`config.mk`:
```
export PLATFORM = sky130hd
export DESIGN_NAME = sbus_frame_receiver_flat
export DESIGN_NICKNAME = d
export VERILOG_FILES = /design/src/rtl/sfr_pkg.sv /design/src/rtl/sfr_ifs.sv /design/src/rtl/sfr_front.sv /design/src/rtl/sfr_queue.sv /design/src/rtl/sfr_back.sv /design/src/rtl/sbus_frame_receiver.sv /design/src/flat_wrapper.sv
export SDC_FILE = /design/constraint.sdc
export NUM_CORES = 1
export LEC_CHECK = 0
export BUFFER_PORTS_ARGS = -buffer_cell sky130_fd_sc_hd__buf_4
export CORE_MARGIN = 2
export CORE_UTILIZATION = 55
export CTS_BUF_LIST = sky130_fd_sc_hd__clkbuf_2 sky130_fd_sc_hd__clkbuf_4 sky130_fd_sc_hd__clkbuf_8
export CTS_CLUSTER_SIZE = 25
export DETAILED_ROUTE_END_ITERATION = 10
export PLACE_DENSITY = 0.76
export SLEW_MARGIN = 20
export SYNTH_ARGS = -nofsm -noshare
export SYNTH_HDL_FRONTEND = slang
export SYNTH_SLANG_ARGS = --single-unit
export TNS_END_PERCENT = 1
```
`constraint.sdc`:
```
create_clock -name clk -period 43.5 [get_ports clk]
set_input_delay 4.35 -clock clk [delete_from_list [all_inputs] [get_ports clk]]
set_output_delay 4.35 -clock clk [all_outputs]
set_load 0.02 [all_outputs]
```
`src/rtl/sfr_pkg.sv`:
```
// ----------------------------------------------------------------------------
// sfr_pkg
// Shared types and constants of the sbus frame receiver.
// ----------------------------------------------------------------------------
package sfr_pkg;

    localparam int NUM_CH        = 16;
    localparam int CH_W          = 11;
    localparam int PAYLOAD_BYTES = 23;
    localparam int DATA_W        = 176;
    localparam int STORE_W       = PAYLOAD_BYTES * 8;

    localparam logic [4:0] POS_IDLE   = 5'd0;
    localparam logic [4:0] POS_LAST   = 5'd23;
    localparam logic [4:0] FOOTER_POS = 5'd24;

    localparam logic [3:0] LAST_CH = 4'd15;

    localparam logic [1:0] CFG_HEADER     = 2'd0;
    localparam logic [1:0] CFG_FOOTER     = 2'd1;
    localparam logic [1:0] CFG_ALT_NIBBLE = 2'd2;

    localparam logic [7:0] HEADER_RST     = 8'h0F;
    localparam logic [7:0] FOOTER_RST     = 8'h00;
    localparam logic [3:0] ALT_NIBBLE_RST = 4'h4;

    // one checked frame waiting to be unpacked
    typedef struct packed {
        logic [DATA_W-1:0] data;
        logic [3:0]        flags;
        logic              ok;
    } frame_t;

endpackage

```
`src/rtl/sfr_ifs.sv`:
```
// ----------------------------------------------------------------------------
// sfr_ifs
// Valid/ready channels for received bytes and unpacked channel results.
// ----------------------------------------------------------------------------
interface sfr_byte_if;
    logic       valid;
    logic       ready;
    logic [7:0] rx_byte;

    modport source (output valid, output rx_byte, input ready);
    modport sink   (input valid, input rx_byte, output ready);
endinterface

interface sfr_result_if;
    logic        valid;
    logic        ready;
    logic [3:0]  channel_index;
    logic [10:0] channel_value;
    logic        digital_ch17;
    logic        digital_ch18;
    logic        frame_lost;
    logic        failsafe_active;
    logic        frame_ok;
    logic        last_of_frame;

    modport source (output valid, output channel_index, output channel_value,
                    output digital_ch17, output digital_ch18, output frame_lost,
                    output failsafe_active, output frame_ok, output last_of_frame,
                    input ready);
    modport sink   (input valid, input channel_index, input channel_value,
                    input digital_ch17, input digital_ch18, input frame_lost,
                    input failsafe_active, input frame_ok, input last_of_frame,
                    output ready);
endinterface

```
`src/rtl/sfr_front.sv`:
```
// ----------------------------------------------------------------------------
// sfr_front
// Byte framer: header/footer detection, payload capture, frame hand-off.
// ----------------------------------------------------------------------------
module sfr_front
    import sfr_pkg::*;
(
    input  logic         clk,
    input  logic         rst_n,
    input  logic         cfg_we,
    input  logic [1:0]   cfg_index,
    input  logic [7:0]   cfg_wdata,
    sfr_byte_if.sink     rx,
    input  logic         q_full,
    output logic         push,
    output frame_t       push_frame
);

    logic [7:0]         header_reg;
    logic [7:0]         footer_reg;
    logic [3:0]         alt_reg;
    logic [4:0]         pos_reg;
    logic [4:0]         pos_next;
    logic [7:0]         prev_reg;
    logic [STORE_W-1:0] store_reg;
    logic               accept;
    logic               shift_en;
    logic               byte_is_footer;
    logic               prev_is_footer;

    assign rx.ready = !q_full;
    assign accept   = rx.valid && rx.ready;

    assign byte_is_footer = (rx.rx_byte == footer_reg) || (rx.rx_byte[3:0] == alt_reg);
    assign prev_is_footer = (prev_reg == footer_reg) || (prev_reg[3:0] == alt_reg);

    always_comb
    begin
        pos_next = pos_reg;
        push     = 1'b0;
        shift_en = 1'b0;
        if (accept)
        begin
            if (pos_reg == POS_IDLE)
            begin
                if ((rx.rx_byte == header_reg) && prev_is_footer)
                begin
                    pos_next = 5'd1;
                end
            end
            else if (pos_reg <= POS_LAST)
            begin
                shift_en = 1'b1;
                pos_next = pos_reg + 5'd1;
            end
            else if (pos_reg == FOOTER_POS)
            begin
                pos_next = POS_IDLE;
                push     = byte_is_footer;
            end
            else
            begin
                pos_next = POS_IDLE;
            end
        end
    end

    // after 23 shifts byte 0 sits at the bottom, the flag byte at the top
    assign push_frame.data  = store_reg[DATA_W-1:0];
    assign push_frame.flags = store_reg[DATA_W+3:DATA_W];
    assign push_frame.ok    = (store_reg[10:0] != '0) && (store_reg[21:11] != '0)
                           && (store_reg[32:22] != '0) && (store_reg[43:33] != '0);

    always_ff @(posedge clk or negedge rst_n)
    begin
        if (!rst_n)
        begin
            header_reg <= HEADER_RST;
            footer_reg <= FOOTER_RST;
            alt_reg    <= ALT_NIBBLE_RST;
            pos_reg    <= POS_IDLE;
            prev_reg   <= FOOTER_RST;
        end
        else
        begin
            pos_reg <= pos_next;
            if (accept)
            begin
                prev_reg <= rx.rx_byte;
            end
            if (cfg_we)
            begin
                case (cfg_index)
                    CFG_HEADER:     header_reg <= cfg_wdata;
                    CFG_FOOTER:     footer_reg <= cfg_wdata;
                    CFG_ALT_NIBBLE: alt_reg    <= cfg_wdata[3:0];
                    default:        ;
                endcase
            end
        end
    end

    always_ff @(posedge clk)
    begin
        if (shift_en)
        begin
            store_reg <= {rx.rx_byte, store_reg[STORE_W-1:8]};
        end
    end

endmodule

```
`src/rtl/sfr_queue.sv`:
```
// ----------------------------------------------------------------------------
// sfr_queue
// Two-entry frame queue between the framer and the unpacker.
// ----------------------------------------------------------------------------
module sfr_queue
    import sfr_pkg::*;
(
    input  logic   clk,
    input  logic   rst_n,
    input  logic   push,
    input  frame_t push_frame,
    input  logic   pop,
    output frame_t head,
    output logic   empty,
    output logic   full
);

    frame_t     entries [2];
    logic       wr_ptr_reg;
    logic       rd_ptr_reg;
    logic [1:0] count_reg;
    logic [1:0] count_next;

    assign empty = (count_reg == 2'd0);
    assign full  = (count_reg == 2'd2);
    assign head  = entries[rd_ptr_reg];

    always_comb
    begin
        count_next = count_reg;
        if (push && !pop)
        begin
            count_next = count_reg + 2'd1;
        end
        else if (pop && !push)
        begin
            count_next = count_reg - 2'd1;
        end
    end

    always_ff @(posedge clk or negedge rst_n)
    begin
        if (!rst_n)
        begin
            wr_ptr_reg <= 1'b0;
            rd_ptr_reg <= 1'b0;
            count_reg  <= 2'd0;
        end
        else
        begin
            count_reg <= count_next;
            if (push)
            begin
                wr_ptr_reg <= !wr_ptr_reg;
            end
            if (pop)
            begin
                rd_ptr_reg <= !rd_ptr_reg;
            end
        end
    end

    always_ff @(posedge clk)
    begin
        if (push)
        begin
            entries[wr_ptr_reg] <= push_frame;
        end
    end

endmodule

```
`src/rtl/sfr_back.sv`:
```
// ----------------------------------------------------------------------------
// sfr_back
// Channel unpacker: emits sixteen results per queued frame, one per cycle while results are taken.
// ----------------------------------------------------------------------------
module sfr_back
    import sfr_pkg::*;
(
    input  logic        clk,
    input  logic        rst_n,
    input  frame_t      head,
    input  logic        empty,
    output logic        pop,
    sfr_result_if.source res
);

    logic [3:0]      ch_reg;
    logic            valid_reg;
    logic            load;
    logic [3:0]      index_reg;
    logic [CH_W-1:0] value_reg;
    logic [3:0]      flags_reg;
    logic            ok_reg;
    logic            last_reg;

    assign load = !empty && (!valid_reg || res.ready);
    assign pop  = load && (ch_reg == LAST_CH);

    assign res.valid           = valid_reg;
    assign res.channel_index   = index_reg;
    assign res.channel_value   = value_reg;
    assign res.digital_ch17    = flags_reg[0];
    assign res.digital_ch18    = flags_reg[1];
    assign res.frame_lost      = flags_reg[2];
    assign res.failsafe_active = flags_reg[3];
    assign res.frame_ok        = ok_reg;
    assign res.last_of_frame   = last_reg;

    always_ff @(posedge clk or negedge rst_n)
    begin
        if (!rst_n)
        begin
            ch_reg    <= 4'd0;
            valid_reg <= 1'b0;
        end
        else
        begin
            if (load)
            begin
                ch_reg    <= ch_reg + 4'd1;
                valid_reg <= 1'b1;
            end
            else if (res.ready)
            begin
                valid_reg <= 1'b0;
            end
        end
    end

    // channel k is bits 11k..11k+10 of the little-endian data string
    always_ff @(posedge clk)
    begin
        if (load)
        begin
            index_reg <= ch_reg;
            value_reg <= head.data[CH_W*ch_reg +: CH_W];
            flags_reg <= head.flags;
            ok_reg    <= head.ok;
            last_reg  <= (ch_reg == LAST_CH);
        end
    end

endmodule

```
`src/rtl/sbus_frame_receiver.sv`:
```
// ----------------------------------------------------------------------------
// sbus_frame_receiver
// Byte-serial receiver for 25-byte sbus frames, unpacking sixteen channels.
// ----------------------------------------------------------------------------
//  channel  | direction | carries
//  ---------+-----------+------------------------------------------------
//  rx       | in        | one received byte per item
//  res      | out       | one unpacked channel per item, 16 per good frame
//  cfg      | in        | header, footer and alternate footer nibble writes
//
// a byte is taken every cycle while the frame queue has room; the queue holds
// two checked frames and fills only when results are not being taken.
// the unpacker emits one result per cycle while results are taken, 16 per frame, from the head
// of the queue into an output register.
// reset returns to idle with header 0x0f, footer 0x00, alternate nibble 0x4.
// ----------------------------------------------------------------------------
module sbus_frame_receiver
    import sfr_pkg::*;
(
    input  logic         clk,
    input  logic         rst_n,
    input  logic         cfg_we,
    input  logic [1:0]   cfg_index,
    input  logic [7:0]   cfg_wdata,
    sfr_byte_if.sink     rx,
    sfr_result_if.source res
);

    logic   push;
    frame_t push_frame;
    logic   pop;
    frame_t head;
    logic   empty;
    logic   full;

    sfr_front u_front (
        .clk        (clk),
        .rst_n      (rst_n),
        .cfg_we     (cfg_we),
        .cfg_index  (cfg_index),
        .cfg_wdata  (cfg_wdata),
        .rx         (rx),
        .q_full     (full),
        .push       (push),
        .push_frame (push_frame)
    );

    sfr_queue u_queue (
        .clk        (clk),
        .rst_n      (rst_n),
        .push       (push),
        .push_frame (push_frame),
        .pop        (pop),
        .head       (head),
        .empty      (empty),
        .full       (full)
    );

    sfr_back u_back (
        .clk   (clk),
        .rst_n (rst_n),
        .head  (head),
        .empty (empty),
        .pop   (pop),
        .res   (res)
    );

endmodule
```
`src/flat_wrapper.sv`:
```
// flat-port wrapper written by rule: the top's interface ports become plain ports
module sbus_frame_receiver_flat import sfr_pkg::*;
  (clk, rst_n, cfg_we, cfg_index, cfg_wdata, rx_valid, rx_rx_byte, rx_ready, res_valid, res_channel_index, res_channel_value, res_digital_ch17, res_digital_ch18, res_frame_lost, res_failsafe_active, res_frame_ok, res_last_of_frame, res_ready);
  sfr_byte_if rx_i ();
  sfr_result_if res_i ();
  input  logic clk;
  input  logic rst_n;
  input  logic cfg_we;
  input  logic [1:0] cfg_index;
  input  logic [7:0] cfg_wdata;
  input wire logic [$bits(rx_i.valid)-1:0] rx_valid;
  input wire logic [$bits(rx_i.rx_byte)-1:0] rx_rx_byte;
  output wire logic [$bits(rx_i.ready)-1:0] rx_ready;
  output wire logic [$bits(res_i.valid)-1:0] res_valid;
  output wire logic [$bits(res_i.channel_index)-1:0] res_channel_index;
  output wire logic [$bits(res_i.channel_value)-1:0] res_channel_value;
  output wire logic [$bits(res_i.digital_ch17)-1:0] res_digital_ch17;
  output wire logic [$bits(res_i.digital_ch18)-1:0] res_digital_ch18;
  output wire logic [$bits(res_i.frame_lost)-1:0] res_frame_lost;
  output wire logic [$bits(res_i.failsafe_active)-1:0] res_failsafe_active;
  output wire logic [$bits(res_i.frame_ok)-1:0] res_frame_ok;
  output wire logic [$bits(res_i.last_of_frame)-1:0] res_last_of_frame;
  input wire logic [$bits(res_i.ready)-1:0] res_ready;
  assign rx_i.valid = rx_valid;
  assign rx_i.rx_byte = rx_rx_byte;
  assign rx_ready = rx_i.ready;
  assign res_valid = res_i.valid;
  assign res_channel_index = res_i.channel_index;
  assign res_channel_value = res_i.channel_value;
  assign res_digital_ch17 = res_i.digital_ch17;
  assign res_digital_ch18 = res_i.digital_ch18;
  assign res_frame_lost = res_i.frame_lost;
  assign res_failsafe_active = res_i.failsafe_active;
  assign res_frame_ok = res_i.frame_ok;
  assign res_last_of_frame = res_i.last_of_frame;
  assign res_i.ready = res_ready;
  sbus_frame_receiver u_core (.clk(clk), .rst_n(rst_n), .cfg_we(cfg_we), .cfg_index(cfg_index), .cfg_wdata(cfg_wdata), .rx(rx_i), .res(res_i));
endmodule
```
==> results of run 1 <==
[cell usage after synthesis, drive strengths merged, types with 2 or more instances]
cell type	count	area (um2)
a21oi	4	20.0
a22oi	88	661
and2	3	18.8
buf	30	163
clkbuf	18	67.6
dfrtp	37	926
dfstp	5	131
edfxtp	567	17000
ha	4	50.1
inv	5	18.8
mux2	34	383
mux2i	176	1760
nand2	11	41.3
nand3	36	180
nand3b	2	15.0
nand4	26	163
nor2	5	21.3
nor2b	4	25.0
nor3	3	20.0
nor4	17	106
o21ai	4	20.0
o31ai	3	22.5
xnor2	16	140
xor2	24	210
[cell type report]
type	count	area (um2)
clock buffers	131	1590
clock inverters	33	188
fillers	2634	14900
inverters	5	18.8
multi-input cells	473	4030
flip-flops and latches	609	18100
well taps	525	657
repair buffers	59	468
[cell families (layout without fill, tap and decap cells)]
logic type | Yosys count | in the layout | share of synthesized area [%]
compound gates | 106 | 106 | 3.53
fa+ha+maj | 4 | 4 | 0.224
buf+inv | 53 | 228 | 1.12
xor+xnor | 40 | 40 | 1.57
simple gates | 113 | 113 | 2.90
flops | 609 | 609 | 81.1
mux | 210 | 210 | 9.61
[cell usage in the layout (no fill, tap or decap), drive strengths merged, types with 2 or more instances in the layout]
cell    instances
xnor2          16
o21ai           4
nor3            3
nor2b           4
nand4          26
edfxtp        567
clkbuf        131
nor2            5
nand2          11
inv             9
o31ai           3
a22oi          88
nand3b          2
dfstp           5
mux2           34
nor4           17
xor2           24
a21oi           4
buf            59
and2            3
ha              4
clkinv         27
dfrtp          37
nand3          36
mux2i         176
[worst min-delay path by stage]
stage | startpoint | endpoint | slack (ns) | cells past startpoint
after CTS | u_core.u_front.store_reg[181] | u_core.u_front.store_reg[173] | 0.43 | 0
final | u_core.u_front.store_reg[182] | u_core.u_front.store_reg[174] | 0.43 | 0
after global routing | u_core.u_front.store_reg[181] | u_core.u_front.store_reg[173] | 0.43 | 0
after floorplan | u_core.u_front.store_reg[180] | u_core.u_front.store_reg[172] | 0.40 | 0
after detailed placement | u_core.u_front.store_reg[181] | u_core.u_front.store_reg[173] | 0.41 | 0
after global placement | u_core.u_front.store_reg[181] | u_core.u_front.store_reg[173] | 0.41 | 0
[power groups by stage]
stage / Combinational, uW / Sequential [uW] / Clock [uW]
floorplan: 138 / 793 / 0
global placement: 181 / 824 / 0
detailed placement: 186 / 827 / 0
CTS: 186 / 816 / 459
global route: 198 / 824 / 483
finish: 186 / 816 / 449
[stage by stage]
step                      setup WS [ns]  total power, uW  utilization, %  instance area (um2)
final                             35.93             1450            62.7                25000
after global routing              35.64             1500            62.7                25000
after CTS                         35.91             1460            62.7                25000
after detailed placement          35.22             1010            58.3                23300
after global placement            35.28             1010            58.3                23300
after floorplan                   20.33              931               -                22300
[per-layer routing]
metal,GRT usage [%],vias to the layer above,wire [um]
met1,26.7,5396,17400
met4,7.09,0,907
met2,33.2,349,21000
met5,0,-,0
li1,-,4779,-
met3,4.24,68,2310
[critical path, stage by stage]
cell and delay [ns]:
buf_4 0.13, xor2_1 0.15, nor4_1 0.34, a21oi_1 0.17, nor3_2 0.31, and2_4 0.79
buf_4 0.71, buf_4 0.78
==> impl_metrics.tcl, run 1 <==
set metrics [dict create \
    die_h_um 205 \
    power.switching_uw 387 \
    insertion_delay_ns 0.65 \
    dp.cells 1671 \
    drive_gt1_share_pct 18.1 \
    nets 1266 \
    cts_max_level 3 \
    power_per_cell_area_mw_per_mm2 57.9 \
    numCtsBuffers 91 \
    grt_pass1_vias 10850 \
    grt_max_degree 182 \
    p_seq_share_pct 56.3 \
    setup_violations 0 \
    ant_nets 0 \
    via_per_inst 5.77 \
    cp-end-kind "flop" \
    synth_edf_count 567 \
    endpoint "u_core.u_queue.entries[1][17]" \
    reg2reg_depth 6 \
    worst_pin_slew_ns 1.12 \
    coreArea_mm2 0.0399 \
    antenna_found_initial 1 \
    cts_setup_buffers 0 \
    clk_path_buf_depth 3 \
    num_io_pins 46 \
    root_buffer "clkbuf_8" \
    path_clk_slew_ns 0.06 \
    cts_tree "built" \
    instances_no_fill 1835 \
    cts_sinks 609 \
    gr-total-overflow 0 \
    synth-seq-cells 609 \
    dp_hpwl_mm 23.3 \
    vias 10592 \
    path_class "in2reg" \
    synth_nets 1162 \
    seq_area_frac_synth_pct 81.1 \
    post_drt_wl_per_cell_um 22.6 \
    cp.required_ns 43.77 \
    drt-initial-drc-count 864 \
    place_congestion 0.773 \
    startpoint "rx_rx_byte[5]" \
    fin_hold_ws_ns 0.429 \
    async_reset_ff_share_pct 6.90 \
    r2r_start "u_core.u_queue.count_reg[0]" \
    rsz0062_at_grt "false" \
    relSlewSlack_pct 25.5 \
    start_kind "primary input" \
    vdd_drop_max_uv 41.5 \
    r2r_slack_ns 39.32 \
    period_minus_slack_ns 7.57 \
    synth_area_mm2 0.0223 \
    intPower_uw 1060 \
    initial_core_util_pct 55.9 \
    num_antenna_cells 0 \
    critPathMaxFanout 66 \
    dr.pass1.iters 5 \
    setup_tns_ns 0 \
    clkPwrFrac_pct 30.9 \
    design.die.area_mm2 0.0422 \
    std_cell_rows 73 \
    largest_register_ff_count 362 \
    final.setup_skew_ns 0.0236 \
    power.share.switching_pct 26.7 \
    drc 0 \
    cap_violations 0 \
    crit_arrival_ns 7.84 \
    synth_warnings 0 \
    leakagePower_uw 0.00911 \
    syn_avg_cell_area_um2 19.7 \
    io_buffers 45 \
    ys_types 44 \
    ctsResizeCount 0 \
    area_growth_pct 12.2 \
    outcome "complete, no violations" \
    synth_cells 1135 \
    max_freq_mhz 132 \
    combPwrFrac_pct 12.8 \
    finalHoldViolations 0 \
    grt_pass1_wl_mm 62.8 \
    timing.final.crit_share_pct 17.4 \
    cts_hold_buf 0 \
    rr_endpoint "u_core.u_queue.entries[1][17]" \
    routed_wl_mm 41.5 \
    maxSlewViolCount 0 \
    yosys_most_used_dff "edfxtp_1" \
    fp.dieW_um 205 \
    grt_use_total_pct 20.1 \
    holdCritPathClass "reg2reg" \
]
Power figures use the tool's default switching activity.
==> inputs of run 2 (changes only) <==
Settings changed: ABC_AREA set to 1, PLACE_DENSITY 0.76 to 0.79.
Clock period 43.5 ns to 6.9 ns, I/O delays scaled along.
==> impl_metrics.tcl, run 2 <==
set metrics [dict create \
    synth_top_area_share_pct 74.5 \
    setup_violations 0 \
    coreArea_mm2 0.0409 \
    fin_hold_ws_ns 0.0503 \
    period_minus_slack_ns 3.57 \
    drt-initial-drc-count 1628 \
    worst_pin_slew_ns 1.08 \
    area_growth_pct 10.9 \
    synth_xor_area_share_pct 1.26 \
    synth_area_mm2 0.0229 \
    synth_warnings 0 \
    synth_top_family_by_area "simple AND/OR/NAND/NOR gates" \
    setup_tns_ns 0 \
    numCtsBuffers 90 \
    clk_path_buf_depth 3 \
    async_reset_ff_share_pct 6.90 \
    cts_sinks 609 \
    crit_arrival_ns 3.82 \
    syn_avg_cell_area_um2 14.0 \
    maxSlewViolCount 0 \
    insertion_delay_ns 0.65 \
    grt_max_degree 177 \
    r2r_start "u_core.u_queue.count_reg[0]" \
    drive_gt1_share_pct 12.2 \
    layout_common_cells "edfxtp_1 (567), nand2_1 (388), nor2_1 (132), o21ai_0 (105), clkbuf_8 (95)" \
    synth_area_leader_cell "edfxtp_1" \
    cp.required_ns 7.15 \
    gr-total-overflow 0 \
    yosys_most_used_dff "edfxtp_1" \
    leakagePower_uw 0.00902 \
    cts_hold_buf 0 \
    relSlewSlack_pct 27.8 \
    num_io_pins 46 \
    synth_area_leaders "edfxtp_1 (74%), nand2_1 (6.4%), dfrtp_1 (4.1%)" \
    synth_cells 1630 \
    synth-seq-cells 609 \
    root_buffer "clkbuf_8" \
    io_buffers 45 \
    synth_mux_area_share_pct 0 \
    place_congestion 0.793 \
    cts_max_level 3 \
    path_class "reg2reg" \
    max_freq_mhz 280 \
    timing.final.crit_share_pct 51.7 \
    power_per_cell_area_mw_per_mm2 363 \
    drc 0 \
    start_kind "flop" \
    synth-simple-area-share_pct 11.1 \
    std_cell_rows 74 \
    num_antenna_cells 0 \
    fill_cells 2892 \
    synth_nets 1657 \
    final.setup_skew_ns 0.0324 \
    cts_setup_buffers 0 \
    post-synth-top-count-cell "edfxtp_1" \
    nets 1727 \
    vdd_drop_max_uv 210 \
    yosys.area_share.adder_pct 0.219 \
    grt_pass1_vias 13396 \
    critPathMaxFanout 81 \
    finalHoldViolations 0 \
    path_clk_slew_ns 0.06 \
    reg2reg_depth 9 \
    design.die.area_mm2 0.0432 \
    routed_wl_mm 46.0 \
    ant_nets 0 \
    rr_endpoint "u_core.u_queue.entries[0][174]" \
    startpoint "u_core.u_queue.count_reg[0]" \
    seq_area_frac_synth_pct 79.1 \
    grt_use_total_pct 21.5 \
    r2r_slack_ns 3.33 \
    synth_compound_area_share_pct 5.71 \
    ys_types 28 \
    synth_edf_count 567 \
    initial_core_util_pct 55.8 \
    post_drt_wl_per_cell_um 20.0 \
    synth_common_cells "edfxtp_1 (567), nand2_1 (388), nor2_1 (133)" \
    grt_pass1_wl_mm 72.8 \
    dr.pass1.iters 7 \
    dp_hpwl_mm 25.6 \
    largest_register_ff_count 362 \
    vias 13201 \
    via_per_inst 5.74 \
    cts_tree "built" \
    final_common_cell "edfxtp_1" \
    cap_violations 0 \
    ctsResizeCount 0 \
    antenna_found_initial 0 \
    fp.dieW_um 208 \
    die_h_um 208 \
    cp-end-kind "flop" \
    holdCritPathClass "in2async" \
    outcome "complete, no violations" \
    rsz0062_at_grt "false" \
]
[run 2: changes by cell type after synthesis, sizes merged, moves of 34 or more]
cell / delta
nand2: +377
inv: +34
o21ai: +101
mux2: -34
nand3: +56
mux2i: -176
a22oi: -88
nor2: +128
a21oi: +64
[run 2: how the worst max path moves through the flow]
| stage | to | slack [ns] | cells after the start |
|---|---|---|---|
| after global routing | u_core.u_queue.entries[0][176] | 3.06 | 9 |
| after floorplan | u_core.u_queue.entries[1][0] | 0.53 | 8 |
| after CTS | u_core.u_back.res.channel_value[9] | 3.32 | 10 |
| after detailed placement | u_core.u_queue.entries[0][174] | 3.24 | 8 |
| after global placement | u_core.u_queue.entries[0][165] | 3.34 | 8 |
| final | u_core.u_queue.entries[0][174] | 3.33 | 9 |
[run 2: power by group]
part / internal, uW / total, uW / switching [uW]
clock: 1520 / 2840 / 1320
combinational: 311 / 1140 / 831
sequential: 4800 / 5220 / 415
[run 2: cell type report]
cell class	instances	area, um2	share of cell area (%)
Multi-Input combinational cell	902	4200	16.6
Tap cell	532	666	2.63
Clock buffer	127	1550	6.11
Clock inverter	31	206	0.815
Sequential cell	609	18100	71.4
Inverter	40	168	0.662
Timing Repair Buffer	57	460	1.82
[run 2: logic make-up (layout without fill, tap and decap cells)]
family | after synthesis | after routing
AO/OA/AOI/OAI | 230 | 230
XOR/XNOR | 33 | 33
adder cells (fa/ha/maj) | 4 | 4
buffers and inverters | 119 | 255
flip-flops | 609 | 609
AND/OR/NAND/NOR | 635 | 635
[run 2: critical path, stage by stage, from the launching register on]
cell	delay, ns
dfrtp_1	0.38
inv_1	0.08
nand2_1	0.14
nand2_1	0.28
inv_1	0.34
nand3_1	0.24
inv_1	0.13
nand2_1	0.13
inv_6	0.56
buf_4	0.76
[run 2: through the flow]
step | power [uW] | area [um2] | instances | utilization (%) | worst slack (ns)
finish | 9200 | 25300 | 2298 | 61.9 | 3.33
global route | 9570 | 25300 | 2298 | 61.9 | 3.06
CTS | 9230 | 25300 | 2297 | 61.8 | 3.32
detailed placement | 6410 | 23600 | 2139 | 57.6 | 3.24
global placement | 6320 | 23600 | 2139 | 57.6 | 3.34
floorplan | 5880 | 22900 | 1630 | - | 0.534
[run 2: metal layers]
| layer | track usage [%] | routed length [um] | up-vias |
|---|---|---|---|
| li1 | - | - | 5982 |
| met1 | 28.2 | 17900 | 6470 |
| met2 | 35.1 | 22600 | 628 |
| met3 | 4.96 | 3940 | 121 |
| met4 | 8.66 | 1560 | 0 |
| met5 | 0 | 0 | - |
==> inputs of run 3 (changes only) <==
Clock period 6.9 ns to 3 ns, I/O delays scaled along.
==> impl_metrics.tcl, run 3 (synthesis results as in run 2) <==
set metrics [dict create \
    root_buffer "clkbuf_8" \
    hold_path_startpoint "rx_valid" \
    drc 0 \
    grt_max_degree 90 \
    start_kind "flop" \
    power_per_cell_area_mw_per_mm2 811 \
    setup_tns_ns 0 \
    leakagePower_uw 0.00919 \
    outcome "complete, no violations" \
    std_cell_rows 74 \
    rsz0062_at_grt "false" \
    routed_wl_mm 46.1 \
    grt_pass1_vias 13319 \
    maxSlewViolCount 0 \
    insertion_delay_ns 0.64 \
    r2r_slack_ns 0.43 \
    cp_cell_sequence "buf_4, o21ai_0, o221ai_1, nand3_1, nand2_1, nand2_1, nand2_1" \
    relSlewSlack_pct 56.2 \
    place_area_mm2 0.0239 \
    num_io_pins 46 \
    final_common_cell "edfxtp_1" \
    met3_usage_pct 3.78 \
    cts_max_level 3 \
    globalRouteMet1Util_pct 29.1 \
    instances_no_fill 2341 \
    path_class "reg2reg" \
    die_h_um 208 \
    drt-initial-drc-count 1601 \
    dp.cells 2161 \
    fp.dieW_um 208 \
    worst_pin_slew_ns 0.657 \
    path_clk_slew_ns 0.07 \
    via_per_inst 5.67 \
    top_usage_layer "met2" \
    coreArea_mm2 0.0409 \
    crit_arrival_ns 3.05 \
    max_freq_mhz 389 \
    place_congestion 0.831 \
    dp_slack_ns 0.543 \
    critPathMaxFanout 57 \
    grt_use_total_pct 21.4 \
    setup_violations 0 \
    timing.final.crit_share_pct 85.7 \
    initial_core_util_pct 55.8 \
    vias 13269 \
    ant_nets 0 \
    numCtsBuffers 88 \
    holdCritPathClass "in2reg" \
    p_total_uw 20900 \
    cap_violations 0 \
    startpoint "u_core.u_queue.rd_ptr_reg" \
    r2r_start "u_core.u_queue.rd_ptr_reg" \
    nets 1764 \
    use_met2_pct 35.3 \
    design.die.area_mm2 0.0432 \
    final.setup_skew_ns 0.0360 \
    area_growth_pct 12.8 \
    gr-total-overflow 0 \
    antenna_found_initial 0 \
    design_area_mm2 0.0258 \
    drive_gt1_share_pct 13.2 \
    largest_register_ff_count 362 \
    vdd_drop_max_uv 435 \
    dp_hpwl_mm 26.9 \
    io_buffers 45 \
    post_drt_wl_per_cell_um 19.7 \
    period_minus_slack_ns 2.57 \
    layout_common_cells "edfxtp_1 (567), nand2_1 (385), nor2_1 (132), o21ai_0 (105), clkbuf_8 (93)" \
    fin_ws_ns 0.428 \
    dr.pass1.iters 5 \
    crit_slowest_cell "dfrtp_4" \
    cp-end-kind "flop" \
    cp.required_ns 3.48 \
    num_antenna_cells 0 \
    cts_setup_buffers 0 \
    grt_pass1_wl_mm 72.6 \
    clk_path_buf_depth 3 \
    max_stage_delay_ns 0.75 \
    cts_tree "built" \
    cts_sinks 609 \
    crit_top_cell "nand2_1" \
    ctsResizeCount 0 \
    finalHoldViolations 0 \
]
-- run 3: metal layers --
metal,vias to the layer above,routed length [um]
li1,6073,-
met1,6503,18500
met2,600,22900
met3,93,3640
met4,0,1110
met5,-,0
-- run 3: worst max-delay path, delay by kind of cell, from the launching register on --
kind	cells	cell delay, ns
flops	1	0.75
compound gates	2	0.49
simple gates	4	0.53
buf+inv	1	0.61
-- run 3: where the power goes --
| group | leakage (uW) | internal, uW | switching (uW) |
|---|---|---|---|
| Clock | 0.000892 | 3180 | 3040 |
| Sequential | 0.00570 | 11000 | 816 |
| Combinational | 0.00260 | 823 | 2000 |
| Total | 0.00919 | 15000 | 5850 |
-- run 3: final cells by class --
type	instances	area [um2]
clock buffer	116	1450
fill	2836	15200
tap	532	666
inverter	40	163
multi-input combinational	902	4230
sequential	609	18100
clock inverter	46	229
timing repair buffer	96	941
-- run 3: path summary, 6_finish.rpt --
path                                                        to  depth (start not counted)
min in group asynchronous            u_core.u_front.alt_reg[1]                          2
max in group asynchronous              u_core.u_back.ch_reg[0]                          2
max                        u_core.u_back.res.channel_value[10]                          7
min                                 u_core.u_front.prev_reg[3]                          4
max reg2reg                u_core.u_back.res.channel_value[10]                          7
min reg2reg                      u_core.u_front.store_reg[175]                          0
-- run 3: through the flow --
step,utilization (%),hold slack (ns)
after floorplan,-,0.00441
after global placement,58.4,0.332
after detailed placement,58.4,0.331
after CTS,63.0,0.0746
after global routing,63.0,0.0893
final,63.0,0.0978
-- run 3: repair_timing --
action / 4_1_cts / 5_1_grt
endpoints found under the hold margin: 73 / 0
setup endpoints to repair: 0 / 0
hold buffers: 18 / 0
